**src/design/hsv_to_rgb_pkg.sv**
```systemverilog
`timescale 1ns / 1ps
// Package for the HSV to RGB converter: request and result types and the
// fixed-point constants of the conversion. No dependencies.
package hsv_to_rgb_pkg;

    // One HSV request and one RGB result.
    typedef struct packed {
        logic [14:0] hue;
        logic [7:0]  saturation;
        logic [7:0]  level;
    } hsv_t;

    typedef struct packed {
        logic [7:0] red;
        logic [7:0] green;
        logic [7:0] blue;
    } rgb_t;

    // Hue geometry in 1/64 degree units.
    localparam logic [14:0] HUE_FULL_TURN = 15'd23040;
    localparam logic [14:0] HUE_SECTOR    = 15'd3840;
    localparam logic [14:0] HUE_PAIR      = 15'd7680;

    // Fractions use 255 as 1.0.
    localparam logic [7:0]  FRAC_ONE      = 8'd255;

    // Rounding offset: half of the common denominator 255 * 3840.
    localparam logic [27:0] ROUND_HALF    = 28'd489600;

    // The denominator is 256 * 3825. After the shift by 8, the division by
    // 3825 is a multiply by ceil(2^32 / 3825) and a shift by 32, which is
    // exact for every dividend below 2^20.
    localparam logic [20:0] RECIP_MULT    = 21'd1122868;

endpackage

```
**src/design/hsv_to_rgb_converter_core.sv**
```systemverilog
`timescale 1ns / 1ps
// Top level of the HSV to RGB converter: a six-stage fixed-point pipeline.
// Depends on hsv_to_rgb_pkg for the request and result types and constants.
//
// Usage:
//   The hsv channel carries one request (hue in 1/64 degree, saturation and
//   level with 255 as 1.0) under a valid/ready handshake; the rgb channel
//   returns one 8-bit RGB result per request, in request order.
//   A request is registered in stages s1 to s5 and then in the result
//   register before its result is shown on rgb. Throughput is one request
//   per cycle: a new request may enter at every edge while results are
//   taken.
//   The stages are wrap, sector and triangle, chroma terms, level multiply,
//   reciprocal multiply for the rounded division, and the result register;
//   the level and reciprocal multipliers set the stage depth.
//   Hue values from 360 degrees upward wrap by one full turn.
//   Reset clears every stage valid bit, so the pipeline starts empty and
//   hsv_ready is high.
//   When the receiver holds rgb_ready low with a result waiting, the whole
//   pipeline holds: hsv_ready drops and no request is lost or repeated.
module hsv_to_rgb_converter_core (
    input  logic                clk,
    input  logic                rst_n,
    input  logic                hsv_valid,
    output logic                hsv_ready,
    input  hsv_to_rgb_pkg::hsv_t hsv,
    output logic                rgb_valid,
    input  logic                rgb_ready,
    output hsv_to_rgb_pkg::rgb_t rgb
);
    import hsv_to_rgb_pkg::*;

    // Pipeline advance: everything moves unless a result waits untaken.
    logic advance;

    // Stage valid bits.
    logic s1_valid_reg, s2_valid_reg, s3_valid_reg, s4_valid_reg, s5_valid_reg;
    logic rgb_valid_reg;

    // Stage 1: wrapped hue.
    logic [14:0] s1_hue_reg, s1_hue_next;
    logic [7:0]  s1_sat_reg, s1_lvl_reg;

    // Stage 2: sector and triangle position.
    logic [2:0]  s2_sector_reg, s2_sector_next;
    logic [11:0] s2_tri_reg, s2_tri_next;
    logic [7:0]  s2_sat_reg, s2_lvl_reg;

    // Stage 3: numerator terms before the level multiply.
    logic [19:0] s3_qmid_reg, s3_qmid_next;
    logic [19:0] s3_qlo_reg, s3_qlo_next;
    logic [2:0]  s3_sector_reg;
    logic [7:0]  s3_lvl_reg;

    // Stage 4: rounded numerators divided by 256.
    logic [19:0] s4_ymid_reg, s4_ymid_next;
    logic [19:0] s4_ylo_reg, s4_ylo_next;
    logic [2:0]  s4_sector_reg;
    logic [7:0]  s4_lvl_reg;

    // Stage 5: middle and smallest channels.
    logic [7:0]  s5_mid_reg, s5_mid_next;
    logic [7:0]  s5_lo_reg, s5_lo_next;
    logic [2:0]  s5_sector_reg;
    logic [7:0]  s5_lvl_reg;

    // Output register.
    rgb_t        rgb_reg, rgb_next;

    assign advance   = !rgb_valid_reg || rgb_ready;
    assign hsv_ready = advance;
    assign rgb_valid = rgb_valid_reg;
    assign rgb       = rgb_reg;

    // Stage 1 logic: bring the hue into one full turn.
    always_comb
    begin
        if (hsv.hue >= HUE_FULL_TURN)
        begin
            s1_hue_next = hsv.hue - HUE_FULL_TURN;
        end
        else
        begin
            s1_hue_next = hsv.hue;
        end
    end

    // Stage 2 logic: find the 60 degree sector and the distance to the
    // nearest even sector boundary.
    always_comb
    begin
        logic [14:0] pair_base;
        logic [14:0] pos;
        priority if (s1_hue_reg < HUE_SECTOR)
        begin
            s2_sector_next = 3'd0;
        end
        else if (s1_hue_reg < 15'(2 * HUE_SECTOR))
        begin
            s2_sector_next = 3'd1;
        end
        else if (s1_hue_reg < 15'(3 * HUE_SECTOR))
        begin
            s2_sector_next = 3'd2;
        end
        else if (s1_hue_reg < 15'(4 * HUE_SECTOR))
        begin
            s2_sector_next = 3'd3;
        end
        else if (s1_hue_reg < 15'(5 * HUE_SECTOR))
        begin
            s2_sector_next = 3'd4;
        end
        else
        begin
            s2_sector_next = 3'd5;
        end
        pair_base = 15'(s2_sector_next[2:1]) * HUE_PAIR;
        pos       = s1_hue_reg - pair_base;
        if (pos >= HUE_SECTOR)
        begin
            s2_tri_next = 12'(HUE_PAIR - pos);
        end
        else
        begin
            s2_tri_next = pos[11:0];
        end
    end

    // Stage 3 logic: (255 - s) * 3840 for the smallest channel, plus s * t
    // for the middle one.
    always_comb
    begin
        logic [7:0] inv_sat;
        inv_sat      = FRAC_ONE - s2_sat_reg;
        s3_qlo_next  = 20'(inv_sat) * 20'(HUE_SECTOR);
        s3_qmid_next = s3_qlo_next + 20'(s2_sat_reg) * 20'(s2_tri_reg);
    end

    // Stage 4 logic: scale by the level, add half the denominator, and drop
    // the power-of-two factor of the denominator.
    always_comb
    begin
        logic [27:0] num_mid;
        logic [27:0] num_lo;
        num_mid      = 28'(s3_lvl_reg) * 28'(s3_qmid_reg) + ROUND_HALF;
        num_lo       = 28'(s3_lvl_reg) * 28'(s3_qlo_reg) + ROUND_HALF;
        s4_ymid_next = num_mid[27:8];
        s4_ylo_next  = num_lo[27:8];
    end

    // Stage 5 logic: divide by 3825 through the reciprocal multiply.
    always_comb
    begin
        logic [40:0] prod_mid;
        logic [40:0] prod_lo;
        prod_mid    = 41'(s4_ymid_reg) * 41'(RECIP_MULT);
        prod_lo     = 41'(s4_ylo_reg) * 41'(RECIP_MULT);
        s5_mid_next = prod_mid[39:32];
        s5_lo_next  = prod_lo[39:32];
    end

    // Output logic: place largest, middle and smallest channel by sector.
    always_comb
    begin
        unique case (s5_sector_reg)
            3'd0:
            begin
                rgb_next.red   = s5_lvl_reg;
                rgb_next.green = s5_mid_reg;
                rgb_next.blue  = s5_lo_reg;
            end
            3'd1:
            begin
                rgb_next.red   = s5_mid_reg;
                rgb_next.green = s5_lvl_reg;
                rgb_next.blue  = s5_lo_reg;
            end
            3'd2:
            begin
                rgb_next.red   = s5_lo_reg;
                rgb_next.green = s5_lvl_reg;
                rgb_next.blue  = s5_mid_reg;
            end
            3'd3:
            begin
                rgb_next.red   = s5_lo_reg;
                rgb_next.green = s5_mid_reg;
                rgb_next.blue  = s5_lvl_reg;
            end
            3'd4:
            begin
                rgb_next.red   = s5_mid_reg;
                rgb_next.green = s5_lo_reg;
                rgb_next.blue  = s5_lvl_reg;
            end
            default:
            begin
                rgb_next.red   = s5_lvl_reg;
                rgb_next.green = s5_lo_reg;
                rgb_next.blue  = s5_mid_reg;
            end
        endcase
    end

    // Valid bits travel with the data and hold while the pipeline stalls.
    always_ff @(posedge clk or negedge rst_n)
    begin
        if (!rst_n)
        begin
            s1_valid_reg  <= 1'b0;
            s2_valid_reg  <= 1'b0;
            s3_valid_reg  <= 1'b0;
            s4_valid_reg  <= 1'b0;
            s5_valid_reg  <= 1'b0;
            rgb_valid_reg <= 1'b0;
        end
        else if (advance)
        begin
            s1_valid_reg  <= hsv_valid;
            s2_valid_reg  <= s1_valid_reg;
            s3_valid_reg  <= s2_valid_reg;
            s4_valid_reg  <= s3_valid_reg;
            s5_valid_reg  <= s4_valid_reg;
            rgb_valid_reg <= s5_valid_reg;
        end
    end

    // Payload registers need no reset.
    always_ff @(posedge clk)
    begin
        if (advance)
        begin
            s1_hue_reg    <= s1_hue_next;
            s1_sat_reg    <= hsv.saturation;
            s1_lvl_reg    <= hsv.level;
            s2_sector_reg <= s2_sector_next;
            s2_tri_reg    <= s2_tri_next;
            s2_sat_reg    <= s1_sat_reg;
            s2_lvl_reg    <= s1_lvl_reg;
            s3_qmid_reg   <= s3_qmid_next;
            s3_qlo_reg    <= s3_qlo_next;
            s3_sector_reg <= s2_sector_reg;
            s3_lvl_reg    <= s2_lvl_reg;
            s4_ymid_reg   <= s4_ymid_next;
            s4_ylo_reg    <= s4_ylo_next;
            s4_sector_reg <= s3_sector_reg;
            s4_lvl_reg    <= s3_lvl_reg;
            s5_mid_reg    <= s5_mid_next;
            s5_lo_reg     <= s5_lo_next;
            s5_sector_reg <= s4_sector_reg;
            s5_lvl_reg    <= s4_lvl_reg;
            rgb_reg       <= rgb_next;
        end
    end

`ifndef SYNTHESIS
    // The sector count stays within the six sectors of a full turn.
    assert property (@(posedge clk) disable iff (!rst_n)
        s2_valid_reg |-> (s2_sector_reg <= 3'd5))
    else $error("hue sector out of range");

    // The triangle position never passes one sector width.
    assert property (@(posedge clk) disable iff (!rst_n)
        s2_valid_reg |-> (15'(s2_tri_reg) <= HUE_SECTOR))
    else $error("triangle position out of range");

    // The middle-channel term never exceeds the full denominator share, and the smallest-channel term never exceeds it.
    assert property (@(posedge clk) disable iff (!rst_n)
        s3_valid_reg |-> (s3_qmid_reg <= 20'(255 * 3840)) && (s3_qlo_reg <= s3_qmid_reg))
    else $error("chroma term out of range");

    // Smallest never exceeds middle, and middle never exceeds the level.
    assert property (@(posedge clk) disable iff (!rst_n)
        s5_valid_reg |-> (s5_lo_reg <= s5_mid_reg) && (s5_mid_reg <= s5_lvl_reg))
    else $error("channel ordering broken");
`endif

endmodule
```
**config.mk**
```make
export PLATFORM = sky130hd
export DESIGN_NAME = hsv_to_rgb_converter_core
export DESIGN_NICKNAME = d
export VERILOG_FILES = /design/src/design/hsv_to_rgb_pkg.sv /design/src/design/hsv_to_rgb_converter_core.sv
export SDC_FILE = /design/constraint.sdc
export NUM_CORES = 2
export LEC_CHECK = 0
export ABC_AREA = 1
export BUFFER_PORTS_ARGS = -buffer_cell sky130_fd_sc_hd__buf_4
export CAP_MARGIN = 0
export CORE_UTILIZATION = 60
export CTS_BUF_LIST = sky130_fd_sc_hd__clkbuf_4
export DETAILED_ROUTE_END_ITERATION = 16
export PLACE_DENSITY = 0.77
export SYNTH_ARGS = -nofsm -noshare
export SYNTH_HDL_FRONTEND = slang
export SYNTH_SLANG_ARGS = --single-unit
```
**constraint.sdc**
```tcl
create_clock -name clk -period 7.8 [get_ports clk]
set_input_delay 0.39 -clock clk [delete_from_list [all_inputs] [get_ports clk]]
set_output_delay 0.39 -clock clk [all_outputs]
set_load 0.01 [all_outputs]
```
### Word-level counts from Yosys, hierarchy flattened

Cells that the tools add are included.

| word-level totals | value |
|---|---|
| register bits after elaboration | 213 |
| output and inout port bits | 26 |
| word-level logic and storage cells | 65 |

| operators by class | value |
|---|---|
| $add $sub $neg | 7 |
| multiply operators | 7 |
| $lt $le $gt $ge | 7 |
| eq/ne operators | 4 |
| multiplexer cells | 8 |
| reduce and logical (&&, ||, !) cells | 3 |

Operators with widths:

| kind | number |
|---|---|
| case mux 24 bit (5 select lines) | 1 |
| multiplier 20 x 19 -> 38 bit (second input constant) | 2 |
| adder 28 x 19 -> 28 bit (second input constant) | 2 |
| multiplier 8 x 12 -> 20 bit | 2 |
| less-than comparator 15 x 14 -> 1 bit (second input constant) | 2 |
| multiplier 8 x 20 -> 28 bit | 1 |
| adder 20 bit | 1 |
| >= comparator 15 x 12 -> 1 bit (second input constant) | 1 |
| >= comparator 15 bit (second input constant) | 1 |
| less-than comparator 15 x 12 -> 1 bit (second input constant) | 1 |
| less-than comparator 15 x 13 -> 1 bit (second input constant) | 1 |
| less-than comparator 15 bit (second input constant) | 1 |
| two-way mux 15 bit | 1 |
| subtractor 15 bit | 1 |
| subtractor 15 bit (second input constant) | 1 |
| multiplier 8 x 4 -> 12 bit (second input constant) | 1 |
| two-way mux 12 bit | 1 |
| two-way mux 3 bit | 4 |
| subtractor 12 bit (first input constant) | 1 |
| subtractor 8 bit (first input constant) | 1 |
| == test 3 x 2 -> 1 bit (second input constant) | 2 |
| multiplier 2 x 4 -> 6 bit (second input constant) | 1 |
| == test 3 x 1 -> 1 bit (second input constant) | 1 |
| == test 3 bit (second input constant) | 1 |
| other kinds (4) | 4 |

### Longest topological paths before layout

| logic depth | value |
|---|---|
| word-level depth | 10 |
| gate-level depth with buffers | 27 |
| gate-level depth less buffers | 26 |

### Worst setup path after synthesis

OpenSTA, ideal clock, no wires.

| path | value |
|---|---|
| path kind | input -> register |
| start | in rgb_ready |
| end | reg s1_valid_reg |
| setup time | 0.089 ns |
| arrival | 5.717 ns |
| setup slack | 1.994 ns |
| stages | 3 |
| buffers on the path | 0 |
| path through | inv_1 > nand2_1 > mux2_2 |

| on the way | value |
|---|---|
| longest elaborated chain between the ends | 1 |

RTL lines:

| element | RTL line | RTL |
|---|---|---|
| start, declared | hsv_to_rgb_converter_core.sv:28 | `input logic rgb_ready,` |
| logical OR 1 bit | hsv_to_rgb_converter_core.sv:70 | `assign advance = !rgb_valid_reg \|\| rgb_ready;` |
| net hsv_ready | hsv_to_rgb_converter_core.sv:25 | `output logic hsv_ready,` |
| end signal, assigned | hsv_to_rgb_converter_core.sv:220 | `s1_valid_reg <= hsv_valid;` |
| end, declared | hsv_to_rgb_converter_core.sv:37 | `logic s1_valid_reg, s2_valid_reg, s3_valid_reg, s4_valid_reg, s5_valid_reg;` |

The timed path passes the listed nets, and every way through them passes these cells.
A chain may end at the register's enable or synchronous reset.

### Worst setup path after layout

| path | value |
|---|---|
| start | reg s2_sat_reg[0] |
| end | reg s3_qmid_reg[18] (data pin) |

| on the way | value |
|---|---|
| longest elaborated chain between the ends | 3 |
| elaborated cells on any way between the ends | 4 |

RTL lines:

| element | RTL line | RTL |
|---|---|---|
| start, declared | hsv_to_rgb_converter_core.sv:47 | `logic [7:0] s2_sat_reg, s2_lvl_reg;` |
| start signal, assigned | hsv_to_rgb_converter_core.sv:239 | `s2_sat_reg <= s1_sat_reg;` |
| subtractor 8 bit | hsv_to_rgb_converter_core.sv:135 | `inv_sat = FRAC_ONE - s2_sat_reg;` |
| multiplier 8 x 4 -> 12 bit | hsv_to_rgb_converter_core.sv:136 | `s3_qlo_next = 20'(inv_sat) * 20'(HUE_SECTOR);` |
| adder 20 bit * | hsv_to_rgb_converter_core.sv:137 | `s3_qmid_next = s3_qlo_next + 20'(s2_sat_reg) * 20'(s2_tri_reg);` |
| net s3_qmid_next[18] | hsv_to_rgb_converter_core.sv:50 | `logic [19:0] s3_qmid_reg, s3_qmid_next;` |
| end signal, assigned | hsv_to_rgb_converter_core.sv:241 | `s3_qmid_reg <= s3_qmid_next;` |
| end, declared | hsv_to_rgb_converter_core.sv:50 |  |

Mark *: on every way through the listed nets, which the timed path passes. The rest lies on a longest branch.

==> results.sh <==
export IMPL_status="finished clean"
export IMPL_vias=23400
export IMPL_worst_skew_pair_late_latency_ns=0.82
export IMPL_wl_per_cell_um=13.9
export IMPL_cp_slowest_cell="sky130_fd_sc_hd__fa_1"
export IMPL_grt_busiest_layer="met2"
export IMPL_ys_async_rst_share_pct=2.82
export IMPL_cts_root_buffer_type="sky130_fd_sc_hd__clkbuf_4"
export IMPL_numCtsBuffers=60
export IMPL_startpoint_type="register"
export IMPL_synth_ff_latch_count=213
export IMPL_clock_skew_ns=0.0883
export IMPL_clkTransAtPathRegs_ns=0.07
export IMPL_drtAntennaViolNets=0
export IMPL_yosys_area_share_simple_pct=14.5
export IMPL_timing_setup_critical_path_class="reg2reg"
export IMPL_grt_met3_usage_pct=3.11
export IMPL_setup_viol=0
export IMPL_period_share_pct=77.9
export IMPL_first_global_vias=24300
export IMPL_grt_ovfl_total=0
export IMPL_gp_congestion=0.900
export IMPL_fin_hold_ws_ns=0.189
export IMPL_ctsHtreeMaxLevel=2
export IMPL_area_delta_synth_final_pct=7.04
export IMPL_yosysWarningCount=0
export IMPL_largest_register_ffs=24
export IMPL_drc_errors=0
export IMPL_worst_r2r_setup_slack_ns=1.72
export IMPL_place_hpwl_mm=53.3
export IMPL_drt_pre_antenna_iters=6
export IMPL_synthXorXnorAreaFrac_pct=1.84
export IMPL_synth_compound_area_share_pct=5.58
export IMPL_pin_count=61
export IMPL_synth_main_ff_cell="sky130_fd_sc_hd__edfxtp_1"
export IMPL_port_buffer_count=60
export IMPL_dieHeight_um=232
export IMPL_placement_rows=84
export IMPL_avgViaCountPerCell=5.08
export IMPL_crit_family="adder cells"
export IMPL_first_pass_grt_wire_length_mm=111
export IMPL_period_minus_slack_ns=6.08
export IMPL_syn_area_per_cell_um2=8.40
export IMPL_drt_first_iter_violations=1077
export IMPL_critical_path_top_cell_by_count="sky130_fd_sc_hd__fa_1"
export IMPL_tritoncts_num_sinks=213
export IMPL_syn_inst=3791
export IMPL_synth_enable_flop_cells=207
export IMPL_layout_nets=4797
export IMPL_synthesis_area_mm2=0.0319
export IMPL_worstPathRequired_ns=8.29
export IMPL_cp_cell_sequence="fa_1, fa_1, fa_1, fa_1, inv_1, fa_1, inv_1, fa_1, inv_1, fa_1, ha_1, nand2_1, o21ai_0, nand3_1, nand3_1, nand2_1, nand2_1, a21oi_1, xor2_1"
export IMPL_synth_net_count=4707
export IMPL_max_slew_margin_rel_pct=26.5
export IMPL_antenna_found_initial=3
export IMPL_fraction_of_final_layout_cells_sized_beyond_drive_strength_1_pct=5.32
export IMPL_synth_mux_area_share_pct=0.141
export IMPL_gr_usage_met1_pct=32.5
export IMPL_maximum_buffer_depth_of_the_clock_tree=3
export IMPL_grt_total_usage_pct=25.2
export IMPL_die_w_um=232
export IMPL_tritoncts="yes"
export IMPL_arrival_ns=6.57
export IMPL_cap_violations=0
export IMPL_hold_viol=0
export IMPL_synth_top_family_by_area="adder cells"
export IMPL_synth_distinct_cells=49
export IMPL_rsz0062_at_grt="no"
export IMPL_synth_yosys_seq_area_share_pct=20.0
export IMPL_worstHoldPathType="in2reg"
export IMPL_timing_fmax_mhz=165
export IMPL_worst_slew_pin_transition_ns=1.10
export IMPL_use_met2_pct=44.3
export IMPL_routed_wirelength_mm=64.2
export IMPL_timing_critical_path_fanout_max=15
export IMPL_critical_path_buf_inv_count=3
export IMPL_timing_max_transition_violations_final=0
export IMPL_synth_adder_area_share_pct=43.7
export IMPL_fp_dieArea_mm2=0.0540
export IMPL_core_mm2=0.0526
export IMPL_grt_start_max_net_pins=90
export IMPL_tns_ns=0
export IMPL_crit_path_max_incr_delay_ns=0.66
export IMPL_start_util_pct=60.6
export IMPL_worst_setup_end_kind="register"
[Yosys cell counts (all sizes together), types with 2 or more instances]
cell type	count	area (um2)
nor2	132	520
edfxtp	207	6220
inv	1120	4200
a21oi	128	644
dfrtp	6	150
a21boi	2	15.0
a31oi	8	50.1
nand4	20	125
buf	2	22.5
nor4	11	83.8
clkbuf	75	315
xnor2	22	193
and2	4	27.5
nand2	832	3160
xor2	44	393
nand3	95	505
a21o	12	90.1
o21ai	91	497
o21a	8	60.1
a211oi	6	45.0
nor3	26	130
o31ai	3	22.5
o211ai	6	45.0
fa	388	7770
ha	493	6170
and3	2	12.5
o21bai	10	75.1
nand3b	4	30.0
o221ai	16	140
a22oi	8	60.1
mux2	4	45.0
[repair_timing]
action	CTS	global route
gates resized for setup	0	0
endpoints found under the hold margin	38	0
setup buffers	0	0
hold buffers	34	0
[worst reg2reg max path, delay by kind of cell (launching register included)]
| family | cells | cell delay (ns) |
|---|---|---|
| compound gates | 2 | 0.34 |
| xor+xnor | 1 | 0.14 |
| fa+ha+maj | 8 | 4.08 |
| buf+inv | 3 | 0.15 |
| flops | 1 | 0.62 |
| simple gates | 5 | 0.46 |
[worst paths after layout]
kind	cells after the start	start	to
min reg2reg	0	s4_lvl_reg[1]	s5_lvl_reg[1]
min	3	rgb_ready	s2_lvl_reg[2]
max in group asynchronous	3	rst_n	s4_valid_reg
max	19	s2_sat_reg[0]	s3_qmid_reg[18]
max reg2reg	19	s2_sat_reg[0]	s3_qmid_reg[18]
min in group asynchronous	3	rst_n	rgb_valid
[per-stage QoR]
stage	worst slack, ns	util, %	std cells	cell area (um2)
after global routing	1.41	64.9	4614	34100
after CTS	1.70	64.9	4613	34100
after detailed placement	1.75	62.6	4473	32900
after global placement	1.81	62.6	4473	32900
after floorplan	1.99	-	3791	31900
final	1.72	64.9	4615	34100
[cell type report]
type                       instances  area, um2
antenna                            2       5.00
clock buffer                      76        571
clock inverter                    30        263
fill                            4431      18500
inverter                        1120       4200
multi-input combinational       2381      21000
sequential                       213       6370
tap                              688        861
timing repair buffer             105        873
[per-layer routing]
metal / routed length [um] / part of all wire, %
met4: 1270 / 2.0
met1: 28400 / 44
met3: 2990 / 4.7
met2: 31500 / 49
met5: 13 / 0.020
[kinds of logic (layout without fill, tap and decap cells)]
logic type / count (synthesis) / count (layout)
flops: 213 / 213
compound gates: 302 / 302
mux: 4 / 4
xor+xnor: 66 / 66
buf+inv: 1197 / 1331
fa+ha+maj: 881 / 881
simple gates: 1128 / 1128
other cells: 0 / 2
[layout by cell type, fill, tap and decap left out, types with 10 or more instances in the layout]
| cell type | synthesis | routed |
|---|---|---|
| sky130_fd_sc_hd__clkinv_1 | 0 | 15 |
| sky130_fd_sc_hd__xor2_1 | 43 | 43 |
| sky130_fd_sc_hd__a21oi_1 | 127 | 127 |
| sky130_fd_sc_hd__buf_4 | 0 | 71 |
| sky130_fd_sc_hd__edfxtp_1 | 207 | 207 |
| sky130_fd_sc_hd__inv_1 | 1119 | 1119 |
| sky130_fd_sc_hd__nand3_1 | 89 | 89 |
| sky130_fd_sc_hd__o221ai_1 | 16 | 16 |
| sky130_fd_sc_hd__o21bai_1 | 10 | 10 |
| sky130_fd_sc_hd__o21ai_0 | 78 | 78 |
| sky130_fd_sc_hd__ha_1 | 493 | 493 |
| sky130_fd_sc_hd__xnor2_1 | 22 | 22 |
| sky130_fd_sc_hd__fa_1 | 388 | 388 |
| sky130_fd_sc_hd__a21o_1 | 12 | 12 |
| sky130_fd_sc_hd__o21ai_2 | 11 | 11 |
| sky130_fd_sc_hd__dlygate4sd3_1 | 0 | 34 |
| sky130_fd_sc_hd__nor4_1 | 10 | 10 |
| sky130_fd_sc_hd__nand4_1 | 20 | 20 |
| sky130_fd_sc_hd__nand2_1 | 819 | 818 |
| sky130_fd_sc_hd__nand2_2 | 13 | 13 |
| sky130_fd_sc_hd__nor3_1 | 26 | 26 |
| sky130_fd_sc_hd__nor2_1 | 126 | 126 |
| sky130_fd_sc_hd__clkbuf_4 | 0 | 76 |
Power is not shown: default switching activity piles up to over one toggle a cycle in this logic, so the estimate is an artifact.
